===== src/rtl/core/utf8dec_pkg.sv =====
`default_nettype none

package utf8dec_pkg;

    localparam int BYTE_W  = 8;
    localparam int UNIT_W  = 16;
    localparam int COUNT_W = 3;

    localparam logic [BYTE_W-1:0] CONT_MASK  = 8'h3F;
    localparam logic [BYTE_W-1:0] LEAD2_MASK = 8'h1F;
    localparam logic [BYTE_W-1:0] LEAD3_MASK = 8'h0F;

    // Sequence lengths; the longest one that still carries payload bits is four.
    localparam logic [COUNT_W-1:0] LEN_ONE     = 3'd1;
    localparam logic [COUNT_W-1:0] LEN_TWO     = 3'd2;
    localparam logic [COUNT_W-1:0] LEN_THREE   = 3'd3;
    localparam logic [COUNT_W-1:0] LEN_FOUR    = 3'd4;
    localparam logic [COUNT_W-1:0] LEN_FIVE    = 3'd5;
    localparam logic [COUNT_W-1:0] LEN_SIX     = 3'd6;
    localparam logic [COUNT_W-1:0] LEN_MAX_PAY = LEN_FOUR;

    typedef logic [BYTE_W-1:0]  t_byte;
    typedef logic [UNIT_W-1:0]  t_unit;
    typedef logic [COUNT_W-1:0] t_count;

    function automatic t_count lead_length(input t_byte b);
        t_count len;
        if (b < 8'hC0)      len = LEN_ONE;
        else if (b < 8'hE0) len = LEN_TWO;
        else if (b < 8'hF0) len = LEN_THREE;
        else if (b < 8'hF8) len = LEN_FOUR;
        else if (b < 8'hFC) len = LEN_FIVE;
        else                len = LEN_SIX;
        return len;
    endfunction

    function automatic t_unit lead_bits(input t_byte b, input t_count len);
        t_unit bits;
        case (len)
            LEN_ONE:   bits = {8'h00, b};
            LEN_TWO:   bits = {5'd0, b[4:0] & LEAD2_MASK[4:0], 6'd0};
            LEN_THREE: bits = {b[3:0] & LEAD3_MASK[3:0], 12'd0};
            default:   bits = '0;
        endcase
        return bits;
    endfunction

    // Place the six payload bits of a continuation byte; left is the count
    // of bytes still to come after this one.
    function automatic t_unit cont_bits(input t_byte b, input t_count left);
        t_unit    bits;
        logic [5:0] pay;
        pay = b[5:0] & CONT_MASK[5:0];
        case (left)
            3'd0:    bits = {10'd0, pay};
            3'd1:    bits = {4'd0, pay, 6'd0};
            3'd2:    bits = {pay[3:0], 12'd0};
            default: bits = '0;
        endcase
        return bits;
    endfunction

endpackage

`default_nettype wire


===== src/rtl/core/utf8_to_ucs2_decoder_top.sv =====
// The completing input beat is taken into the input register; its code unit is then
// written to the result register, which drives the output (a stall can hold it).
// Throughput: one byte per cycle; the input register and the result register
// each hand on a beat every cycle while the output side takes beats.
// Reset: synchronous, active low; clears the decoder state (idle, no partial
// unit) and both valid flags.
`default_nettype none

module utf8_to_ucs2_decoder_top
    import utf8dec_pkg::*;
(
    input  wire logic        i_clk,
    input  wire logic        i_rst_n,
    input  wire logic        i_s_axis_tvalid,
    output logic             o_s_axis_tready,
    input  wire logic [7:0]  i_s_axis_tdata,   // [7:0] in_byte
    input  wire logic        i_s_axis_tlast,   // end_of_string
    output logic             o_m_axis_tvalid,
    input  wire logic        i_m_axis_tready,
    output logic [15:0]      o_m_axis_tdata,   // [15:0] code_unit
    output logic             o_m_axis_tlast,   // last_unit
    output logic             o_m_axis_tuser    // [0] truncated
);

    logic   r_in_valid;
    t_byte  r_in_byte;
    logic   r_in_last;

    t_count r_bytes_left, n_bytes_left;
    t_count r_seq_len,    n_seq_len;
    t_unit  r_partial,    n_partial;

    logic   r_out_valid;
    t_unit  r_out_unit;
    logic   r_out_last;
    logic   r_out_trunc;

    t_count step_left;
    t_count step_len;
    t_unit  step_partial;
    logic   step_done;
    logic   step_emit;
    logic   out_free;
    logic   advance;

    always_comb begin
        if (r_bytes_left == '0) begin
            step_len     = lead_length(r_in_byte);
            step_left    = step_len - 3'd1;
            step_partial = lead_bits(r_in_byte, step_len);
        end else begin
            step_len  = r_seq_len;
            step_left = r_bytes_left - 3'd1;
            if (r_seq_len <= LEN_MAX_PAY) begin
                step_partial = r_partial | cont_bits(r_in_byte, step_left);
            end else begin
                step_partial = r_partial;
            end
        end
        step_done = (step_left == '0);
        step_emit = step_done || r_in_last;
    end

    assign out_free        = !r_out_valid || i_m_axis_tready;
    assign advance         = r_in_valid && (!step_emit || out_free);
    assign o_s_axis_tready = !r_in_valid || advance;

    always_comb begin
        n_bytes_left = r_bytes_left;
        n_seq_len    = r_seq_len;
        n_partial    = r_partial;
        if (advance) begin
            if (step_emit) begin
                n_bytes_left = '0;
                n_seq_len    = '0;
                n_partial    = '0;
            end else begin
                n_bytes_left = step_left;
                n_seq_len    = step_len;
                n_partial    = step_partial;
            end
        end
    end

    always_ff @(posedge i_clk) begin
        if (!i_rst_n) begin
            r_in_valid   <= 1'b0;
            r_out_valid  <= 1'b0;
            r_bytes_left <= '0;
            r_seq_len    <= '0;
            r_partial    <= '0;
        end else begin
            r_bytes_left <= n_bytes_left;
            r_seq_len    <= n_seq_len;
            r_partial    <= n_partial;
            if (o_s_axis_tready) begin
                r_in_valid <= i_s_axis_tvalid;
            end
            if (advance && step_emit) begin
                r_out_valid <= 1'b1;
            end else if (i_m_axis_tready) begin
                r_out_valid <= 1'b0;
            end
        end
    end

    always_ff @(posedge i_clk) begin
        if (o_s_axis_tready) begin
            r_in_byte <= i_s_axis_tdata;
            r_in_last <= i_s_axis_tlast;
        end
        if (advance && step_emit) begin
            r_out_unit  <= step_partial;
            r_out_last  <= r_in_last;
            r_out_trunc <= !step_done;
        end
    end

    assign o_m_axis_tvalid = r_out_valid;
    assign o_m_axis_tdata  = r_out_unit;
    assign o_m_axis_tlast  = r_out_last;
    assign o_m_axis_tuser  = r_out_trunc;

    // A sequence is open exactly when bytes are still expected.
    a_idle_consistent: assert property (@(posedge i_clk) disable iff (!i_rst_n)
        (r_bytes_left == '0) == (r_seq_len == '0))
        else $error("sequence length and remaining count disagree");

    a_left_range: assert property (@(posedge i_clk) disable iff (!i_rst_n)
        r_bytes_left < r_seq_len || r_seq_len == '0)
        else $error("remaining count exceeds sequence length");

    a_long_seq_zero: assert property (@(posedge i_clk) disable iff (!i_rst_n)
        r_seq_len > LEN_MAX_PAY |-> r_partial == '0)
        else $error("five or six byte sequence gathered payload bits");

    a_trunc_is_last: assert property (@(posedge i_clk) disable iff (!i_rst_n)
        o_m_axis_tvalid && o_m_axis_tuser |-> o_m_axis_tlast)
        else $error("truncated unit not marked as last");

endmodule

`default_nettype wire

===== config.mk =====
export PLATFORM = sky130hd
export DESIGN_NAME = utf8_to_ucs2_decoder_top
export DESIGN_NICKNAME = d
export VERILOG_FILES = /design/src/rtl/core/utf8dec_pkg.sv /design/src/rtl/core/utf8_to_ucs2_decoder_top.sv
export SDC_FILE = /design/constraint.sdc
export NUM_CORES = 1
export LEC_CHECK = 0
export BUFFER_PORTS_ARGS = -buffer_cell sky130_fd_sc_hd__buf_2
export CORE_MARGIN = 5
export CORE_UTILIZATION = 50
export DETAILED_ROUTE_END_ITERATION = 10
export PLACE_DENSITY = 0.73
export SKIP_LAST_GASP = 1
export SYNTH_ARGS = -nofsm -noshare
export SYNTH_HDL_FRONTEND = slang
export SYNTH_SLANG_ARGS = --single-unit

===== constraint.sdc =====
create_clock -name i_clk -period 9.05 [get_ports i_clk]
set_input_delay 1.81 -clock i_clk [delete_from_list [all_inputs] [get_ports i_clk]]
set_output_delay 1.81 -clock i_clk [all_outputs]
set_load 0.02 [all_outputs]

==> results.toml, run 1 <==
[layout]
drive_gt1_share_pct = 22.8
fin_nets = 239
fin_cells = 271
diodes = 0
utilization_pct = 58.1
area_delta_synth_final_pct = 11.6

[worst_setup_path]
crit_buf_inv = 3
cp_common_cell = "inv_1"
critical-path-max-stage-delay_ns = 0.55
worstSetupStartpointType = "register"
crit_path_end_kind = "output port"
crit_path_top_delay_cell = "edfxtp_1"
path_cells = "and3b_1 -> nor3_1 -> inv_1 -> ha_1 -> inv_1 -> o311a_4 -> a21o_2 -> o21ai_0 -> nand2b_1 -> buf_2"
critPathRequiredTime_ns = 7.24
path_max_fanout = 11
crit_family = "simple AND/OR/NAND/NOR gates"
critPathKind = "reg2out"
cp.arrival_ns = 3.19

[place]
dp_cells = 263
gp_congestion = 0.823
numPortBuffers = 32
dp_hpwl_mm = 3.28

[yosys]
netlist_instances = 186
synth_warnings = 0
synth_largest_area_cell = "edfxtp_1"
ys_seq_elements = 51
synth.distinct_cells = 46
ys_seq_area_share_pct = 56.5
synth_area_sq_mm = 0.00228
yosys.area.top_type_share_pct = 35.5
netlist_top_cells_area = "edfxtp_1, dfxtp_1, a22o_1"
avgSynthCellArea_sq_um = 12.3
syn-num-nets = 207

[floorplanning]
initial_core_util_pct = 52.1
die_area_sq_mm = 0.00602
die_h_microns = 77.6
die_width_microns = 77.6
core.rowCount = 24
pin_count = 33
core_sq_mm = 0.00438

[route]
drt_iter0_drc = 162
drc_errors = 0
drt_wl_total_mm = 4.69
vias_per_cell = 5.98
ant_nets = 0
wl_per_cell_microns = 17.3
vias = 1620
firstDrtPassIters = 4

[job]
cap_violations = 0

[clocking]
cts_tree = "built"
cts_inserted_buffers = 5
clkSinkCount = 51
cts.root.buffer_cell = "clkbuf_8"
cts_buffer_depth = 2
post-cts-setup-buffer-count = 0
insertion_delay_ns = 0.30
cts.repair.resized = 0
ctsHoldBuffers = 0
htree_num_levels = 2
cts.clk_slew.worst_paths_ns = 0.09

[global_routing]
antenna_found_initial = 0
grt_usage_pct = 16.2
overflow = 0
grt_pass1_vias = 1558
grt_start_max_net_pins = 20
grt_pass1_wl_mm = 7.82

[timing]
fmax_mhz = 200
fin_skew_ns = 0.00499
period_share_pct = 55.2
worstMarginPinSlew_ns = 1.11
finalSetupViolations = 0
rsz0062_at_grt = "false"
hold_viol_final = 0
min_period_ns = 5.00
finalMaxSlewViolations = 0
tns_ns = 0
relSlewSlack_pct = 25.5

[status]
run_status = "complete, no violations"

[hold_path]
hold_class = "reg2reg"

[power_and_ir_drop]
power.density_mw_per_mm2 = 192
irDropWorstVdd_v = 0.0000904
power_leakage_nw = 1.00
==> cell usage in the layout, fill, tap and decap left out, types with 2 or more instances in the layout <==
master     netlist  routed
nor3_1           2       2
a32o_1           6       6
ha_1             8       8
buf_2            2      32
dfxtp_1         24      24
a21oi_1          6       6
nand4_1          3       3
and2_1           2       2
nand2b_1         4       4
a22o_2           2       2
nor2_1           5       5
o21ai_0          6       6
a22o_1          28      28
nor2b_1          4       4
nand2_1         13      13
clkbuf_8         0       5
inv_1            7       7
xnor2_1          2       2
buf_4            1       2
a22oi_1          2       2
edfxtp_1        27      27
o2bb2ai_1        3       3
==> cell type report <==
type                       count  area [sq um]
clock buffer                   6          72.6
clock inverter                 2          13.8
fill                         387          1840
inverter                       7          26.3
multi-input combinational    119           905
sequential                    51          1290
tap                           52          65.1
timing repair buffer          34           175
==> kinds of logic (layout without fill, tap and decap cells) <==
kind of cell | count (synthesis) | after routing | synth area share, %
AO/OA/AOI/OAI | 65 | 65 | 23.7
multiplexers | 1 | 1 | 0.438
AND/OR/NAND/NOR | 42 | 42 | 9.97
adder cells (fa/ha/maj) | 8 | 8 | 4.38
buffers and inverters | 16 | 49 | 3.89
XOR/XNOR | 3 | 3 | 1.15
flip-flops | 51 | 51 | 56.5
==> worst paths after layout <==
path,start,to,slack (ns),cells after the start
max,r_in_byte[5],o_s_axis_tready,4.05,10
min,r_partial[2],r_partial[2],0.48,1
max reg2reg,r_in_byte[5],r_partial[4],5.87,9
min reg2reg,r_partial[2],r_partial[2],0.48,1
==> registers in the layout, summed over array words and instances, names as in the netlist <==
name	cells
o_m_axis_tdata	16
r_partial	16
r_in_byte	8
r_bytes_left	3
r_seq_len	3
o_m_axis_tlast	1
o_m_axis_tuser	1
o_m_axis_tvalid	1
r_in_last	1
r_in_valid	1
==> metrics by stage <==
step / cell area, sq um / setup WS [ns] / hold slack, ns / power [mW]
after floorplan: 2280 / 4.85 / 0.442 / 0.341
after global placement: 2460 / 4.51 / 0.448 / 0.364
after detailed placement: 2460 / 4.42 / 0.459 / 0.366
after CTS: 2550 / 4.06 / 0.486 / 0.491
after global routing: 2550 / 3.83 / 0.503 / 0.512
final: 2550 / 4.05 / 0.480 / 0.489
==> power by group <==
group          total [mW]  switching (mW)  internal, mW  leakage (nW)
Clock               0.128          0.0736        0.0547        0.0452
Combinational      0.0916          0.0578        0.0338         0.499
Sequential          0.269          0.0107         0.258         0.460
==> synth_stat cells (all sizes together) <==
cell type  instances
a211oi             2
a21boi             1
a21o               1
a21oi              6
a22o              30
a22oi              2
a311oi             1
a31oi              1
a32o               6
a41o               1
a41oi              1
and2               2
and3               1
and3b              1
and4               1
buf                6
clkbuf             3
dfxtp             24
edfxtp            27
ha                 8
inv                7
mux2i              1
nand2             14
nand2b             4
nand3              1
nand4              3
nor2               5
nor2b              4
nor3               2
o21a               1
o21ai              6
o22a               1
o22ai              1
o2bb2ai            3
o311a              1
or2                2
or3                1
or3b               1
xnor2              2
xor2               1
==> worst register-to-register path: stages, from the launching register on <==
cell	delay [ns]
edfxtp_1	0.55
and3b_1	0.28
nor3_1	0.29
inv_1	0.12
ha_1	0.29
inv_1	0.06
o311a_4	0.12
a211oi_2	0.93
and2_1	0.33
a22o_1	0.16
==> routing by layer <==
layer	vias to the layer above	part of all wire, %	track usage [%]
li1	782	-	-
met1	758	45	22.6
met2	76	47	24.6
met3	4	7.6	4.40
met4	0	0.53	4.98
met5	-	0	0
(Power assumes the default switching activity.)
==> run 2: changes to the inputs <==
--- a/config.mk
+++ b/config.mk
@@ -9,7 +9,7 @@
 export CORE_MARGIN = 5
 export CORE_UTILIZATION = 50
 export DETAILED_ROUTE_END_ITERATION = 10
-export PLACE_DENSITY = 0.73
+export PLACE_DENSITY = 0.76
 export SKIP_LAST_GASP = 1
 export SYNTH_ARGS = -nofsm -noshare
 export SYNTH_HDL_FRONTEND = slang
==> constraint.sdc (replaced) <==
create_clock -name i_clk -period 4.46 [get_ports i_clk]
set_input_delay 0.892 -clock i_clk [delete_from_list [all_inputs] [get_ports i_clk]]
set_output_delay 0.892 -clock i_clk [all_outputs]
set_load 0.02 [all_outputs]
==> results.toml, run 2 (same netlist as run 1, synthesis figures left out) <==
[route]
drc_errors = 0
vias_per_cell = 6.01
vias = 1636
drt_wl_total_mm = 4.62
ant_nets = 0
drt_iter0_drc = 169
firstDrtPassIters = 4
wl_per_cell_microns = 17.0

[worst_setup_path]
r2r_end = "o_m_axis_tdata[0]"
critPathKind = "reg2out"
worstSetupStartpointType = "register"
path_max_fanout = 11
reg2reg_slack_ns = 1.45
ff2ff_path_depth = 10
cp.arrival_ns = 3.16
crit_path_end_kind = "output port"
startpoint = "r_in_byte[5]"
r2r_start = "r_in_byte[5]"
worstSetupEndpoint = "o_s_axis_tready"
critPathRequiredTime_ns = 3.57

[timing]
fmax_mhz = 247
fin_skew_ns = 0.00605
relSlewSlack_pct = 48.4
finalSetupViolations = 0
hold_viol_final = 0
tns_ns = 0
rsz0062_at_grt = "false"
period_share_pct = 90.8
min_period_ns = 4.05
finalMaxSlewViolations = 0
worstMarginPinSlew_ns = 0.775

[global_routing]
antenna_found_initial = 0
grt_start_max_net_pins = 20
grt_pass1_wl_mm = 7.74
grt_usage_pct = 16.1
overflow = 0
grt_pass1_vias = 1556

[floorplanning]
initial_core_util_pct = 52.1
die_width_microns = 77.6
die_h_microns = 77.6
pin_count = 33
core.rowCount = 24
core_sq_mm = 0.00438
die_area_sq_mm = 0.00602

[power_and_ir_drop]
p_int_mw = 0.700
seq_power_share_pct = 55.5
comb_power_share_pct = 19.0
power_leakage_nw = 1.00
power.density_mw_per_mm2 = 385
switching_share_pct = 28.8
irDropWorstVdd_v = 0.000202
power_switching_mw = 0.283
p_clk_share_pct = 25.4

[layout]
layout_commonest_cell = "buf_2"
final_cell_mix = "buf_2, a22o_1, edfxtp_1, dfxtp_1, nand2_1"
drive_gt1_share_pct = 22.7
fin_nets = 240
area_delta_synth_final_pct = 11.8
diodes = 0
fin_cells = 272

[place]
dp_cells = 264
gp_congestion = 0.889
numPortBuffers = 32
dp_hpwl_mm = 3.29

[clocking]
cts.root.buffer_cell = "clkbuf_8"
cts_tree = "built"
cts_inserted_buffers = 5
insertion_delay_ns = 0.30
post-cts-setup-buffer-count = 0
cts.clk_slew.worst_paths_ns = 0.09
ctsHoldBuffers = 0
clkSinkCount = 51
cts.repair.resized = 0
htree_num_levels = 2
cts_buffer_depth = 2

[hold_path]
hold_class = "reg2reg"
hold_depth = 1

[status]
run_status = "complete, no violations"

[job]
cap_violations = 0
-- run 2: worst max-delay path, stage by stage, from the launching register on --
cell and delay (ns):
edfxtp_1 0.55, and3b_1 0.28, nor3_1 0.28, inv_1 0.12, ha_1 0.29, inv_1 0.05
o311a_4 0.12, a21o_2 0.22, o21ai_0 0.28, nand2b_1 0.41, buf_2 0.25
-- run 2: metrics by stage --
step / instance area, sq um / hold WS, ns / worst slack (ns) / total power [mW] / util, %
2_1_floorplan: 2280 / 0.442 / 1.17 / 0.693 / -
3_3_place_gp: 2470 / 0.449 / 0.850 / 0.737 / 56.3
3_5_place_dp: 2470 / 0.462 / 0.727 / 0.741 / 56.3
4_1_cts: 2550 / 0.486 / 0.382 / 0.990 / 58.2
5_1_grt: 2550 / 0.503 / 0.127 / 1.03 / 58.2
6_report: 2550 / 0.485 / 0.409 / 0.983 / 58.2
-- run 2: how the worst min path moves through the flow --
stage	start	endpoint	slack, ns
final	r_partial[0]	r_partial[0]	0.49
after global placement	r_partial[3]	r_partial[3]	0.45
after global routing	r_partial[6]	r_partial[6]	0.50
after detailed placement	r_partial[0]	r_partial[0]	0.46
after floorplan	r_partial[3]	r_partial[3]	0.44
after CTS	r_partial[0]	r_partial[0]	0.49
-- run 2: per-layer routing --
metal / GRT usage [%] / routed length (microns) / share of wire, %
met4: 3.61 / 17 / 0.37
met5: 0 / 0 / 0
met1: 21.8 / 2010 / 44
met3: 5.32 / 378 / 8.2
met2: 25.2 / 2210 / 48
-- run 2: final cells by class --
| class | count | area, sq um |
|---|---|---|
| clock buffer | 5 | 68.8 |
| clock inverter | 3 | 15.0 |
| fill | 378 | 1830 |
| inverter | 7 | 26.3 |
| multi-input combinational | 119 | 905 |
| sequential | 51 | 1290 |
| tap | 52 | 65.1 |
| timing repair buffer | 35 | 183 |
-- run 2: power groups by stage --
stage	sequential [mW]	clock [mW]	combinational, mW
detailed placement	0.556	0	0.185
floorplan	0.562	0	0.131
finish	0.546	0.250	0.187
CTS	0.545	0.259	0.186
global placement	0.554	0	0.183
global route	0.549	0.279	0.204
